### config.mk
export PLATFORM = sky130hd
export DESIGN_NAME = dhl_front
export DESIGN_NICKNAME = d
export VERILOG_FILES = /design/src/hw/rtl/dhl_front.sv
export SDC_FILE = /design/constraint.sdc
export NUM_CORES = 1
export LEC_CHECK = 0
export BUFFER_PORTS_ARGS = -buffer_cell sky130_fd_sc_hd__buf_2
export CAP_MARGIN = 20
export CORE_MARGIN = 5
export CORE_UTILIZATION = 30
export CTS_CLUSTER_SIZE = 8
export DETAILED_ROUTE_END_ITERATION = 8
export HOLD_SLACK_MARGIN = 0.15
export PLACE_DENSITY = 0.48
export SYNTH_ARGS = -nofsm -noshare
export SYNTH_HDL_FRONTEND = slang
export SYNTH_SLANG_ARGS = --single-unit
### constraint.sdc
create_clock -name clk -period 4 [get_ports clk]
set_input_delay 0.4 -clock clk [delete_from_list [all_inputs] [get_ports clk]]
set_output_delay 0.4 -clock clk [all_outputs]
set_load 0.01 [all_outputs]
### src/hw/rtl/dhl_front.sv
// offset add with saturation, limit clamp and dh variable selection
`timescale 1ns / 1ps
module dhl_front (
	input  logic               clk,
	input  logic               arst_n,
	input  logic               en,
	input  logic               vin,
	input  logic signed [31:0] pos,
	input  logic               prismatic,
	input  logic signed [31:0] offset,
	input  logic signed [31:0] lower,
	input  logic signed [31:0] upper,
	input  logic signed [31:0] other,
	output logic               vout,
	output logic signed [31:0] q,
	output logic signed [31:0] theta,
	output logic signed [31:0] d
);

	logic signed [32:0] sum;
	logic signed [31:0] sat_sum;
	logic signed [31:0] sum_s1;
	logic               v_s1;
	logic signed [31:0] clamped;
	logic signed [31:0] q_s2;
	logic signed [31:0] theta_s2;
	logic signed [31:0] d_s2;
	logic               v_s2;

	always_comb begin
		sum = 33'(pos) + 33'(offset);
		if (sum > 33'sd2147483647) begin
			sat_sum = 32'sh7fffffff;
		end else if (sum < -33'sd2147483648) begin
			sat_sum = 32'sh80000000;
		end else begin
			sat_sum = sum[31:0];
		end
	end

	always_comb begin
		clamped = sum_s1;
		if (lower < upper) begin
			if (sum_s1 < lower) begin
				clamped = lower;
			end else if (sum_s1 > upper) begin
				clamped = upper;
			end
		end
	end

	always_ff @(posedge clk or negedge arst_n) begin
		if (!arst_n) begin
			v_s1 <= 1'b0;
			v_s2 <= 1'b0;
		end else if (en) begin
			v_s1 <= vin;
			v_s2 <= v_s1;
		end
	end

	always_ff @(posedge clk) begin
		if (en) begin
			sum_s1 <= sat_sum;
			q_s2 <= clamped;
			theta_s2 <= prismatic ? other : clamped;
			d_s2 <= prismatic ? clamped : other;
		end
	end

	assign vout = v_s2;
	assign q = q_s2;
	assign theta = theta_s2;
	assign d = d_s2;

	a_valid_moves: assert property (@(posedge clk) disable iff (!arst_n)
		(en && vin) |=> v_s1) else $error("front valid lost");
	a_hold: assert property (@(posedge clk) disable iff (!arst_n)
		!en |=> $stable(q_s2)) else $error("front output moved while held");

endmodule

**Yosys cells after proc, flatten, opt, wreduce, memory -nomap -nowiden**

Index checks and enable logic that the tools add are counted.

- Bits of input ports: 165
- Register bits: 130

- $lt $le $gt $ge: 5
- Add/subtract/negate cells: 1
- Multiplexer cells: 6

Operators with widths:

| operator | count |
|---|---|
| 32-bit two-way mux | 6 |
| 32-bit less-than comparator | 2 |
| 32-bit by 32-bit adder with 33-bit output | 1 |
| 33-bit by 32-bit greater-than comparator with 1-bit output (second input constant) | 1 |
| 33-bit by 32-bit less-than comparator with 1-bit output (second input constant) | 1 |
| 32-bit greater-than comparator | 1 |

**Logic depth before layout (Yosys ltp)**

Gate-level depths: netlist of the first run.

- Depth in word-level cells: 5
- Mapped depth: 13
- Mapped depth without buffers: 12

**Worst setup path after synthesis of the first run**

Ideal clock, no wire load.

- Kind: input-to-reg
- Start point: input port offset[19]
- End point: register sum_s1[24] (data pin)
- Path buffers: 2
- Path slack: 1.150 ns
- Stages: 11
- Required time: 3.742 ns
- Arrival time: 2.592 ns
- Cells stage by stage: ha_1 -> buf_2 -> a21o_1 -> nand3_1 -> a31oi_1 -> a2111oi_0 -> nand2_1 -> a21o_1 -> a21oi_4 -> buf_4 -> a21oi_2

- Cells in the longest elaborated chain, start to end: 3
- Elaborated cells on any way between the ends: 4
- Those cells by class: add/sub (1); order compare (2); mux (1)

Ends and longest elaborated chain:

| what | RTL line | text |
|---|---|---|
| from (decl) | 10 | `input logic signed [31:0] offset,` |
| 32-bit by 32-bit adder with 33-bit output * | 31 | `sum = 33'(pos) + 33'(offset);` |
| 33-bit by 32-bit less-than comparator with 1-bit output | 34 | `end else if (sum < -33'sd2147483648) begin` |
| 32-bit two-way mux | 34 |  |
| to (signal assigned) | 64 | `sum_s1 <= sat_sum;` |
| to (decl) | 22 | `logic signed [31:0] sum_s1;` |

Mark *: on every way between the ends. The rest lies on a longest branch, timed or not.
A chain may end at the register's enable or synchronous reset.

**Worst setup path after layout of the first run**

- Start point: register sum_s1[7]
- End point: register d_s2[31] (netlist: d[31]) (data pin)

- Cells in the longest elaborated chain, start to end: 5
- Elaborated cells on any way between the ends: 6
- Those cells by class: order compare (2); mux (4)

Ends and longest elaborated chain:

| what | RTL line | text |
|---|---|---|
| 32-bit greater-than comparator | 46 | `end else if (sum_s1 > upper) begin` |
| 32-bit two-way mux | 46 |  |
| 32-bit two-way mux * | 44 | `if (sum_s1 < lower) begin` |
| 32-bit two-way mux * | 43 | `if (lower < upper) begin` |
| 32-bit two-way mux * | 67 | `d_s2 <= prismatic ? clamped : other;` |
| to (signal assigned) | 67 |  |
| to (decl) | 27 | `logic signed [31:0] d_s2;` |

Marked as above.

==> results of run 1 <==
[state kept, by name, summed over array words and instances (netlist names)]
name and count:
d 32, vout 1, theta 32, q 32
sum_s1 32, v_s1 1
[final cells by class]
cell class	instances	area (sq um)	area share (%)
multi-input cells	755	5560	45.2
flip-flops and latches	130	3890	31.6
repair buffers	277	1490	12.1
well taps	442	553	4.49
clock buffers	19	433	3.52
inverters	75	282	2.29
clock inverters	11	92.6	0.752
diodes	1	2.50	0.0203
[per-layer routing]
layer / global-route usage (%) / vias up / share of wire (%)
li1: - / 4347 / -
met1: 23.9 / 4106 / 46
met2: 27.3 / 303 / 45
met3: 3.40 / 43 / 6.6
met4: 5.18 / 10 / 2.0
met5: 0 / - / 0.19
[through the flow]
| step | utilization (%) | power (uW) | hold WS, ns |
|---|---|---|---|
| 6_report | 37.8 | 5420 | 0.212 |
| 5_1_grt | 37.8 | 5750 | 0.203 |
| 3_3_place_gp | 36.1 | 3980 | 0.186 |
| 3_5_place_dp | 36.1 | 4010 | 0.188 |
| 2_1_floorplan | - | 3250 | 0.104 |
| 4_1_cts | 37.7 | 5460 | 0.189 |
[cell families (layout without fill, tap and decap cells)]
kind of cell / Yosys count / after routing
and+or+nand+nor: 261 / 261
DFF: 130 / 130
xor gates and xnor gates: 26 / 26
buffers and inverters: 118 / 382
adders and majority gates: 127 / 127
other: 0 / 1
muxes: 7 / 7
AOI/OAI and AO/OA: 334 / 334
[power groups by stage]
stage / Clock, uW / Combinational, uW / Sequential (uW)
floorplan: 0 / 1210 / 2040
global placement: 0 / 1960 / 2010
detailed placement: 0 / 1990 / 2010
CTS: 1480 / 2000 / 1990
global route: 1530 / 2220 / 2010
finish: 1450 / 1980 / 1980
[worst max-delay path, cell delays in order, from the launching register on]
cell and delay, ns:
sky130_fd_sc_hd__edfxtp_1 0.49, sky130_fd_sc_hd__ha_1 0.36, sky130_fd_sc_hd__a21oi_1 0.14, sky130_fd_sc_hd__o21ai_0 0.14
sky130_fd_sc_hd__a221o_1 0.32, sky130_fd_sc_hd__o31ai_1 0.32, sky130_fd_sc_hd__o2111ai_1 0.26, sky130_fd_sc_hd__mux2i_4 0.27
sky130_fd_sc_hd__o22ai_2 0.14, sky130_fd_sc_hd__buf_4 0.35, sky130_fd_sc_hd__nor2b_1 0.28, sky130_fd_sc_hd__a211oi_1 0.11
[layout by cell type, fill, tap and decap left out, types with 5 or more instances in the layout]
cell | synthesis | layout
sky130_fd_sc_hd__xnor2_1 | 13 | 13
sky130_fd_sc_hd__a21o_1 | 30 | 30
sky130_fd_sc_hd__a211oi_1 | 10 | 10
sky130_fd_sc_hd__xor2_1 | 13 | 13
sky130_fd_sc_hd__o21a_1 | 8 | 8
sky130_fd_sc_hd__nand2_1 | 125 | 125
sky130_fd_sc_hd__edfxtp_1 | 128 | 128
sky130_fd_sc_hd__a21oi_2 | 20 | 20
sky130_fd_sc_hd__inv_1 | 75 | 74
sky130_fd_sc_hd__nor2b_1 | 7 | 7
sky130_fd_sc_hd__a22oi_1 | 13 | 13
sky130_fd_sc_hd__nand3_1 | 20 | 20
sky130_fd_sc_hd__nor2_1 | 59 | 58
sky130_fd_sc_hd__clkbuf_16 | 0 | 17
sky130_fd_sc_hd__buf_12 | 0 | 5
sky130_fd_sc_hd__nand4_1 | 22 | 22
sky130_fd_sc_hd__a22oi_2 | 19 | 19
sky130_fd_sc_hd__a31oi_1 | 8 | 8
sky130_fd_sc_hd__o21bai_1 | 6 | 6
sky130_fd_sc_hd__ha_1 | 126 | 126
sky130_fd_sc_hd__o221ai_1 | 62 | 62
sky130_fd_sc_hd__o21ai_0 | 54 | 54
sky130_fd_sc_hd__a21oi_1 | 61 | 61
sky130_fd_sc_hd__nand2b_1 | 6 | 6
sky130_fd_sc_hd__buf_2 | 9 | 260
sky130_fd_sc_hd__buf_4 | 3 | 11
[synth_stat cells (10+ instances only)]
cell type	number	share of area, %
sky130_fd_sc_hd__xnor2_1	13	1.1
sky130_fd_sc_hd__nand3_1	20	1.0
sky130_fd_sc_hd__a21o_1	30	2.3
sky130_fd_sc_hd__inv_1	75	2.8
sky130_fd_sc_hd__edfxtp_1	128	39
sky130_fd_sc_hd__a22oi_2	19	2.4
sky130_fd_sc_hd__a22oi_1	13	0.98
sky130_fd_sc_hd__a211oi_1	10	0.75
sky130_fd_sc_hd__nor2_1	59	2.2
sky130_fd_sc_hd__clkbuf_1	24	0.91
sky130_fd_sc_hd__o221ai_1	62	5.5
sky130_fd_sc_hd__xor2_1	13	1.1
sky130_fd_sc_hd__o21ai_0	54	2.7
sky130_fd_sc_hd__ha_1	126	16
sky130_fd_sc_hd__nand2_1	125	4.7
sky130_fd_sc_hd__a21oi_2	20	1.8
sky130_fd_sc_hd__a21oi_1	61	3.1
sky130_fd_sc_hd__nand4_1	22	1.4
[path summary, 6_finish.rpt]
path | from | cells past startpoint | to | slack [ns]
worst max register to register | sum_s1[7]$_SDFFCE_PN1P_ | 11 | d[31]$_DFFE_PP_ | 0.55
min in group asynchronous | arst_n | 2 | vout$_DFFE_PN0P_ | 0.31
worst min-delay path | vin | 2 | v_s1$_DFFE_PN0P_ | 0.21
worst max-delay path | sum_s1[7]$_SDFFCE_PN1P_ | 11 | d[31]$_DFFE_PP_ | 0.55
max in group asynchronous | arst_n | 2 | v_s1$_DFFE_PN0P_ | 3.60
worst min register to register | v_s1$_DFFE_PN0P_ | 1 | vout$_DFFE_PN0P_ | 0.51
==> load_flow_metrics.sql, run 1 <==
INSERT INTO impl_metrics (metric_group, metric, value, unit) VALUES
('run_status', 'run_status', 'finished, final reports clean', ''),
('timing', 'timing.fmax', '290', 'MHz'),
('route', 'wl', '33000', 'um'),
('timing', 'finalMaxSlewViolations', '0', ''),
('clocking', 'ctsHtreeMaxLevel', '4', ''),
('pwr', 'power_switching_share', '36.3', '%'),
('timing', 'finalSetupTns', '0', 'ns'),
('die', 'ios', '262', ''),
('finish', 'final_design_area_no_fill', '12300', 'sq um'),
('placed_design', 'placed_cells', '1678', ''),
('yosys', 'post_synthesis_area_per_instance', '9.92', 'sq um'),
('clocking', 'numClockSinks', '130', ''),
('pwr', 'switchingPower', '1960', 'uW'),
('yosys', 'yosys.area_share.adder', '16.0', '%'),
('clocking', 'worst_setup_hold_path_clk_slew', '0.06', 'ns'),
('setup_path', 'start_kind', 'flop', ''),
('route', 'first_iteration_detailed_routing_drc_count', '537', ''),
('yosys', 'synth.lib_cells_used.distinct', '65', ''),
('yosys', 'xor_xnor_cell_area_share_of_the_yosys_netlist', '2.29', '%'),
('finish', 'area_growth_syn_to_layout', '23.7', '%'),
('route', 'drcViolationCount', '0', ''),
('finish', 'final.fill_count', '3335', ''),
('timing', 'layout_worst_path_cycle_share', '86.3', '%'),
('setup_path', 'arrival', '3.60', 'ns'),
('finish', 'final-instance-count-excl-fill', '1710', ''),
('pwr', 'power.combinational.fraction', '36.6', '%'),
('placed_design', 'postPlaceCellArea', '11800', 'sq um'),
('die', 'fp.dieH', '192', 'um'),
('setup_path', 'endpoint_kind', 'flop', ''),
('yosys', 'mappedNetlistArea', '9950', 'sq um'),
('global_routing', 'grt_antenna_before_repair', '6', ''),
('yosys', 'synth_enable_flop_cells', '128', ''),
('clocking', 'cts-root-to-sink-buffers', '2', ''),
('yosys', 'main_combinational_cell_family_by_area_after_synthesis', 'compound AO/OA/AOI/OAI gates', ''),
('global_routing', 'first_global_vias', '8560', ''),
('yosys', 'synth_seq_area_share', '39.1', '%'),
('die', 'core.rowCount', '66', ''),
('finish', 'drive_gt1_share', '28.7', '%'),
('pwr', 'seqPwrFrac', '36.6', '%'),
('placed_design', 'dp_worst_slack', '0.359', 'ns'),
('die', 'floorplan.initialDensity', '30.5', '%'),
('pwr', 'pwr-share-clk', '26.8', '%'),
('yosys', 'synth-main-ff-cell', 'sky130_fd_sc_hd__edfxtp_1', ''),
('placed_design', 'gp_congestion', '0.908', ''),
('placed_design', 'io_buffer_count', '261', ''),
('global_routing', 'grt_pass1_wl', '49100', 'um'),
('die', 'die_width', '192', 'um'),
('clocking', 'clock_root_buffer', 'sky130_fd_sc_hd__clkbuf_16', ''),
('clocking', 'number_of_buffers_added_by_the_clock_tree_synthesis_step', '17', ''),
('setup_path', 'worst-setup-path-type', 'reg2reg', ''),
('timing', 'grt_setup_unrepaired', 'no', ''),
('yosys', 'synth_seq_cells', '130', ''),
('pwr', 'power_leakage', '0.00543', 'uW'),
('setup_path', 'worstPathRequired', '4.14', 'ns'),
('yosys', 'synth_compound_area_share', '24.9', '%'),
('clocking', 'postCtsSetupRepairBufs', '0', ''),
('route', 'via_count', '8809', ''),
('route', 'avgRoutedWirePerCell', '19.3', 'um'),
('global_routing', 'largest_net_degree_at_the_start_of_global_routing', '66', ''),
('pwr', 'vdd_ir_drop_max', '0.202', 'mV'),
('timing', 'finalClockSkew', '0.0101', 'ns'),
('clocking', 'clock_latency', '0.43', 'ns'),
('timing', 'worstMarginPinSlew', '0.931', 'ns'),
('global_routing', 'gr-total-overflow', '0', ''),
('pwr', 'power.internal', '3450', 'uW'),
('global_routing', 'grt.total_usage', '17.3', '%'),
('clocking', 'tritoncts', 'built', ''),
('route', 'avgViaCountPerCell', '5.15', ''),
('route', 'first_pass_iters', '5', ''),
('finish', 'nNetsFinal', '1548', ''),
('die', 'core_region_area', '32600', 'sq um');
No activity file was read; power rests on OpenSTA's default activity.
==> run 2: changes to the inputs <==
PLACE_DENSITY = 0.56   (was 0.48)
==> load_flow_metrics.sql, run 2 (synthesized netlist as in run 1, its figures left out) <==
INSERT INTO impl_metrics (metric_group, metric, value, unit) VALUES
('placed_design', 'place.detailed.hpwl', '26500', 'um'),
('timing', 'timing.final.setup_violations', '0', ''),
('timing', 'grt_setup_unrepaired', 'no', ''),
('route', 'first_iteration_detailed_routing_drc_count', '520', ''),
('setup_path', 'reg_to_reg_critical_path_startpoint', 'sum_s1[7]$_SDFFCE_PN1P_', ''),
('setup_path', 'arrival', '3.61', 'ns'),
('timing', 'finalClockSkew', '0.0112', 'ns'),
('timing', 'report.final.hold_viol_count', '0', ''),
('timing', 'timing.slew.headroom', '38.2', '%'),
('setup_path', 'crit_path_cell_chain', 'ha_1 > and4_1 > o21ai_0 > nor4_1 > o31ai_1 > a21oi_1 > mux2_2 > buf_4 > a22oi_1 > o221ai_1', ''),
('setup_path', 'critPathTopFamily', 'compound AO/OA/AOI/OAI gates', ''),
('die', 'die_width', '192', 'um'),
('setup_path', 'start_kind', 'flop', ''),
('pwr', 'vdd_ir_drop_max', '0.217', 'mV'),
('route', 'wl', '32900', 'um'),
('global_routing', 'grt_antenna_before_repair', '5', ''),
('clocking', 'cts-root-to-sink-buffers', '2', ''),
('placed_design', 'io_buffer_count', '261', ''),
('flow_run', 'timing.max_cap.violations', '0', ''),
('die', 'core_region_area', '32600', 'sq um'),
('die', 'fp.dieH', '192', 'um'),
('global_routing', 'gr-total-overflow', '0', ''),
('clocking', 'cts.repair.resized', '0', ''),
('global_routing', 'first_global_vias', '8495', ''),
('min_path', 'hold_wc_path_type', 'in2reg', ''),
('min_path', 'min_delay_src', 'vin', ''),
('clocking', 'numClockSinks', '130', ''),
('pwr', 'pwr_density_cell', '449', 'nW/um^2'),
('setup_path', 'rr_worst_depth', '10', ''),
('route', 'avgRoutedWirePerCell', '19.2', 'um'),
('timing', 'final.setup.worst_slack', '0.542', 'ns'),
('setup_path', 'crit_path_max_fanout', '32', ''),
('setup_path', 'crit-reg2reg-capture', 'd[13]$_DFFE_PP_', ''),
('setup_path', 'worstPathRequired', '4.15', 'ns'),
('finish', 'layout_commonest_cell', 'sky130_fd_sc_hd__buf_2', ''),
('setup_path', 'critical_path.max_stage_delay', '0.49', 'ns'),
('die', 'floorplan.initialDensity', '30.5', '%'),
('route', 'first_pass_iters', '8', ''),
('global_routing', 'grt.total_usage', '17.3', '%'),
('clocking', 'clock_latency', '0.44', 'ns'),
('setup_path', 'cpMaxStageDelayCell', 'sky130_fd_sc_hd__edfxtp_1', ''),
('finish', 'drive_gt1_share', '29.0', '%'),
('route', 'postRouteAntennaNets', '0', ''),
('placed_design', 'dp_worst_slack', '0.409', 'ns'),
('route', 'drcViolationCount', '0', ''),
('finish', 'final_design_area_no_fill', '12400', 'sq um'),
('clocking', 'worst_setup_hold_path_clk_slew', '0.06', 'ns'),
('route', 'via_count', '8794', ''),
('setup_path', 'critical_path.n_buffers_inverters', '1', ''),
('timing', 'layout_worst_path_cycle_share', '86.5', '%'),
('timing', 'finalWorstPathRequiredPeriod', '3.46', 'ns'),
('die', 'ios', '262', ''),
('setup_path', 'endpoint_kind', 'flop', ''),
('clocking', 'number_of_buffers_added_by_the_clock_tree_synthesis_step', '17', ''),
('finish', 'nNetsFinal', '1549', ''),
('setup_path', 'worst-r2r-setup-slack', '0.54', 'ns'),
('timing', 'finalMaxSlewViolations', '0', ''),
('pwr', 'power_leakage', '0.00547', 'uW'),
('min_path', 'min_delay_worst_endpoint', 'v_s1$_DFFE_PN0P_', ''),
('global_routing', 'largest_net_degree_at_the_start_of_global_routing', '67', ''),
('min_path', 'min_path_cells', '2', ''),
('die', 'core.rowCount', '66', ''),
('setup_path', 'worst-setup-path-type', 'reg2reg', ''),
('timing', 'worstMarginPinSlew', '0.928', 'ns'),
('die', 'fp.dieArea', '36900', 'sq um'),
('placed_design', 'gp_congestion', '0.963', ''),
('global_routing', 'grt_pass1_wl', '48900', 'um'),
('timing', 'timing.fmax', '289', 'MHz'),
('finish', 'final.fill_count', '3303', ''),
('clocking', 'ctsHtreeMaxLevel', '4', ''),
('clocking', 'tritoncts', 'built', ''),
('clocking', 'clock_root_buffer', 'sky130_fd_sc_hd__clkbuf_16', ''),
('placed_design', 'postPlaceCellArea', '11800', 'sq um'),
('finish', 'layout_common_cells', '260 x sky130_fd_sc_hd__buf_2, 128 x sky130_fd_sc_hd__edfxtp_1, 126 x sky130_fd_sc_hd__ha_1', ''),
('run_status', 'run_status', 'finished, final reports clean', ''),
('finish', 'area_growth_syn_to_layout', '24.3', '%'),
('route', 'avgViaCountPerCell', '5.12', ''),
('timing', 'finalSetupTns', '0', 'ns');
## run 2: what timing repair did
action                     4_1_cts  5_1_grt
hold endpoints to repair         2        0
hold buffers                     1        0
buffers inserted                 0        0
setup endpoints to repair        0        0
## run 2: worst max path at each step
stage	startpoint	to	slack [ns]	depth (start not counted)
finish	sum_s1[7]$_SDFFCE_PN1P_	d[13]$_DFFE_PP_	0.54	10
global route	sum_s1[7]$_SDFFCE_PN1P_	theta[14]$_DFFE_PP_	0.25	10
detailed placement	upper[1]	theta[31]$_DFFE_PP_	0.41	13
CTS	sum_s1[7]$_SDFFCE_PN1P_	theta[18]$_DFFE_PP_	0.50	10
floorplan	offset[19]	sum_s1[24]$_SDFFCE_PN1P_	1.15	11
global placement	upper[1]	d[31]$_DFFE_PP_	0.42	13
## run 2: layer usage
| metal | wire length [um] | track usage, % | part of all wire, % |
|---|---|---|---|
| met1 | 15000 | 23.6 | 46 |
| met2 | 15300 | 27.5 | 47 |
| met3 | 1820 | 2.87 | 5.5 |
| met4 | 738 | 6.28 | 2.2 |
| met5 | 0 | 0 | 0 |
## run 2: stage by stage
stage / std cells / util [%] / total power (uW) / hold WS (ns)
after floorplan: 1003 / - / 3250 / 0.104
after global placement: 1679 / 36.0 / 3960 / 0.186
after detailed placement: 1679 / 36.0 / 3990 / 0.187
after CTS: 1711 / 37.9 / 5600 / 0.178
after global routing: 1716 / 37.9 / 5890 / 0.189
final: 1716 / 37.9 / 5550 / 0.202
## run 2: layout make-up
| class | count | area [sq um] | area share, % |
|---|---|---|---|
| Sequential cell | 130 | 3890 | 31.5 |
| Clock inverter | 14 | 166 | 1.34 |
| Inverter | 75 | 282 | 2.28 |
| Tap cell | 442 | 553 | 4.47 |
| Clock buffer | 17 | 425 | 3.44 |
| Multi-Input combinational cell | 755 | 5560 | 45.0 |
| Timing Repair Buffer | 278 | 1480 | 11.9 |
| Antenna cell | 5 | 12.5 | 0.101 |
## run 2: power breakdown
group,switching (uW),internal (uW)
clock network,620,973
registers,151,1840
logic,1190,769
==> run 3: changes to the inputs <==
CTS_CLUSTER_DIAMETER = 100   (was not set)
PLACE_DENSITY = 0.58   (was 0.56)
==> load_flow_metrics.sql, run 3 (synthesized netlist as in run 1, its figures left out) <==
INSERT INTO impl_metrics (metric_group, metric, value, unit) VALUES
('clocking', 'worst_setup_hold_path_clk_slew', '0.06', 'ns'),
('timing', 'timing.final.setup_violations', '0', ''),
('min_path', 'min_delay_src', 'vin', ''),
('clocking', 'tritoncts', 'built', ''),
('placed_design', 'placed_cells', '1678', ''),
('pwr', 'power.internal', '3520', 'uW'),
('setup_path', 'endpoint_kind', 'flop', ''),
('setup_path', 'crit_path_cell_chain', 'ha_1 > nand2_1 > or2_0 > a2111oi_0 > nor2_1 > a21oi_1 > mux2_2 > buf_4 > a22oi_1 > o221ai_1', ''),
('route', 'first_pass_iters', '7', ''),
('global_routing', 'largest_net_degree_at_the_start_of_global_routing', '65', ''),
('die', 'fp.dieArea', '36900', 'sq um'),
('setup_path', 'critical_path.n_buffers_inverters', '1', ''),
('setup_path', 'arrival', '3.56', 'ns'),
('setup_path', 'cpMaxStageDelayCell', 'sky130_fd_sc_hd__edfxtp_1', ''),
('setup_path', 'rr_worst_depth', '10', ''),
('run_status', 'run_status', 'finished, final reports clean', ''),
('finish', 'final-instance-count-excl-fill', '1712', ''),
('die', 'fp.dieH', '192', 'um'),
('placed_design', 'gp_congestion', '0.925', ''),
('min_path', 'min_path_cells', '2', ''),
('setup_path', 'crit_path_max_fanout', '39', ''),
('clocking', 'number_of_buffers_added_by_the_clock_tree_synthesis_step', '17', ''),
('global_routing', 'grt.total_usage', '17.2', '%'),
('clocking', 'postCtsSetupRepairBufs', '0', ''),
('die', 'core_region_area', '32600', 'sq um'),
('setup_path', 'worst-setup-path-type', 'reg2reg', ''),
('setup_path', 'crit-reg2reg-capture', 'd[16]$_DFFE_PP_', ''),
('route', 'first_iteration_detailed_routing_drc_count', '561', ''),
('placed_design', 'io_buffer_count', '261', ''),
('global_routing', 'gr-total-overflow', '0', ''),
('global_routing', 'first_global_vias', '8467', ''),
('global_routing', 'grt_pass1_wl', '48900', 'um'),
('setup_path', 'worst-r2r-setup-slack', '0.57', 'ns'),
('finish', 'layout_common_cells', '260 x sky130_fd_sc_hd__buf_2, 128 x sky130_fd_sc_hd__edfxtp_1, 126 x sky130_fd_sc_hd__ha_1', ''),
('pwr', 'power_leakage', '0.00544', 'uW'),
('finish', 'drive_gt1_share', '28.9', '%'),
('setup_path', 'critical_path.max_stage_delay', '0.49', 'ns'),
('timing', 'timing.slew.headroom', '37.0', '%'),
('timing', 'finalWorstPathRequiredPeriod', '3.43', 'ns'),
('finish', 'nNetsFinal', '1548', ''),
('route', 'avgRoutedWirePerCell', '19.3', 'um'),
('min_path', 'hold_wc_path_type', 'in2reg', ''),
('route', 'wl', '33100', 'um'),
('timing', 'timing.fmax', '292', 'MHz'),
('route', 'avgViaCountPerCell', '5.20', ''),
('route', 'via_count', '8906', ''),
('clocking', 'cts.repair.resized', '0', ''),
('clocking', 'clock_root_buffer', 'sky130_fd_sc_hd__clkbuf_16', ''),
('setup_path', 'reg_to_reg_critical_path_startpoint', 'sum_s1[28]$_SDFFCE_PN1P_', ''),
('pwr', 'power.combinational.fraction', '36.2', '%'),
('setup_path', 'worstPathRequired', '4.13', 'ns'),
('finish', 'area_growth_syn_to_layout', '23.9', '%'),
('timing', 'finalSetupTns', '0', 'ns'),
('timing', 'finalMaxSlewViolations', '0', ''),
('die', 'ios', '262', ''),
('setup_path', 'critPathTopFamily', 'compound AO/OA/AOI/OAI gates', ''),
('timing', 'worst_hold_slack', '0.214', 'ns'),
('pwr', 'switchingPower', '1980', 'uW'),
('global_routing', 'grt_antenna_before_repair', '2', ''),
('placed_design', 'place.detailed.hpwl', '26500', 'um'),
('clocking', 'ctsHtreeMaxLevel', '4', ''),
('clocking', 'clock_latency', '0.42', 'ns'),
('timing', 'worstMarginPinSlew', '0.941', 'ns'),
('clocking', 'cts.hold.buffers_added', '1', ''),
('die', 'core.rowCount', '66', ''),
('flow_run', 'timing.max_cap.violations', '0', ''),
('pwr', 'seqPwrFrac', '36.1', '%'),
('min_path', 'min_delay_worst_endpoint', 'v_s1$_DFFE_PN0P_', ''),
('pwr', 'power_switching_share', '36.0', '%'),
('clocking', 'numClockSinks', '130', ''),
('pwr', 'pwr-share-clk', '27.7', '%'),
('timing', 'layout_worst_path_cycle_share', '85.7', '%'),
('timing', 'finalClockSkew', '0.00781', 'ns'),
('pwr', 'pwr_density_cell', '446', 'nW/um^2'),
('die', 'floorplan.initialDensity', '30.5', '%'),
('route', 'drcViolationCount', '0', ''),
('timing', 'grt_setup_unrepaired', 'no', ''),
('route', 'postRouteAntennaNets', '0', ''),
('setup_path', 'start_kind', 'flop', ''),
('clocking', 'cts-root-to-sink-buffers', '2', ''),
('finish', 'layout_commonest_cell', 'sky130_fd_sc_hd__buf_2', ''),
('timing', 'report.final.hold_viol_count', '0', ''),
('die', 'die_width', '192', 'um'),
('pwr', 'vdd_ir_drop_max', '0.214', 'mV'),
('pwr', 'finalPower', '5500', 'uW');
-- run 3: changes by cell type in the layout (fill, tap and decap cells not counted) --
| cell | before | now |
|---|---|---|
| sky130_fd_sc_hd__bufinv_16 | 3 | 2 |
| sky130_fd_sc_hd__clkinv_1 | 0 | 1 |
| sky130_fd_sc_hd__clkinvlp_4 | 1 | 3 |
| sky130_fd_sc_hd__inv_6 | 0 | 1 |
| sky130_fd_sc_hd__diode_2 | 5 | 2 |
| sky130_fd_sc_hd__clkinv_2 | 5 | 4 |
| sky130_fd_sc_hd__buf_4 | 14 | 13 |
| sky130_fd_sc_hd__clkinv_4 | 5 | 3 |
-- run 3: area by class of cell --
cell class / instances / area, sq um
diodes: 2 / 5.00
clock buffers: 17 / 425
clock inverters: 14 / 141
fillers: 3307 / 20300
inverters: 75 / 282
multi-input cells: 755 / 5560
flip-flops and latches: 130 / 3890
well taps: 442 / 553
repair buffers: 277 / 1470
-- run 3: worst reg2reg max path: stages, from the launching register on --
cell	delay [ns]
sky130_fd_sc_hd__edfxtp_1	0.49
sky130_fd_sc_hd__ha_1	0.36
sky130_fd_sc_hd__nand2_1	0.07
sky130_fd_sc_hd__or2_0	0.27
sky130_fd_sc_hd__a2111oi_0	0.42
sky130_fd_sc_hd__nor2_1	0.07
sky130_fd_sc_hd__a21oi_1	0.16
sky130_fd_sc_hd__mux2_2	0.40
sky130_fd_sc_hd__buf_4	0.28
sky130_fd_sc_hd__a22oi_1	0.41
sky130_fd_sc_hd__o221ai_1	0.21
-- run 3: routing by layer --
| layer | share of wire, % | global-route usage [%] |
|---|---|---|
| met1 | 44 | 23.5 |
| met2 | 47 | 28.5 |
| met3 | 6.2 | 2.64 |
| met4 | 1.9 | 4.91 |
| met5 | 0 | 0 |
-- run 3: worst max-delay path by stage --
stage,startpoint,end,slack (ns),depth (start not counted)
2_1_floorplan,offset[19],sum_s1[24]$_SDFFCE_PN1P_,1.15,11
3_5_place_dp,offset[18],sum_s1[21]$_SDFFCE_PN1P_,0.43,11
4_1_cts,sum_s1[28]$_SDFFCE_PN1P_,d[16]$_DFFE_PP_,0.52,10
3_3_place_gp,upper[1],theta[0]$_DFFE_PP_,0.44,11
6_report,sum_s1[28]$_SDFFCE_PN1P_,d[16]$_DFFE_PP_,0.57,10
5_1_grt,sum_s1[28]$_SDFFCE_PN1P_,d[16]$_DFFE_PP_,0.33,10
-- run 3: per-stage QoR --
step / util (%) / setup slack (ns) / cell area (sq um)
finish: 37.8 / 0.572 / 12300
global route: 37.8 / 0.334 / 12300
CTS: 37.8 / 0.516 / 12300
detailed placement: 36.0 / 0.425 / 11800
global placement: 36.0 / 0.445 / 11800
floorplan: - / 1.15 / 9950
-- run 3: power groups by stage --
stage,Clock [uW],Sequential (uW),Combinational [uW]
after detailed placement,0,2010,1990
after global routing,1610,2010,2210
after CTS,1560,1990,2000
after floorplan,0,2040,1210
final,1520,1990,1990
after global placement,0,2020,1950
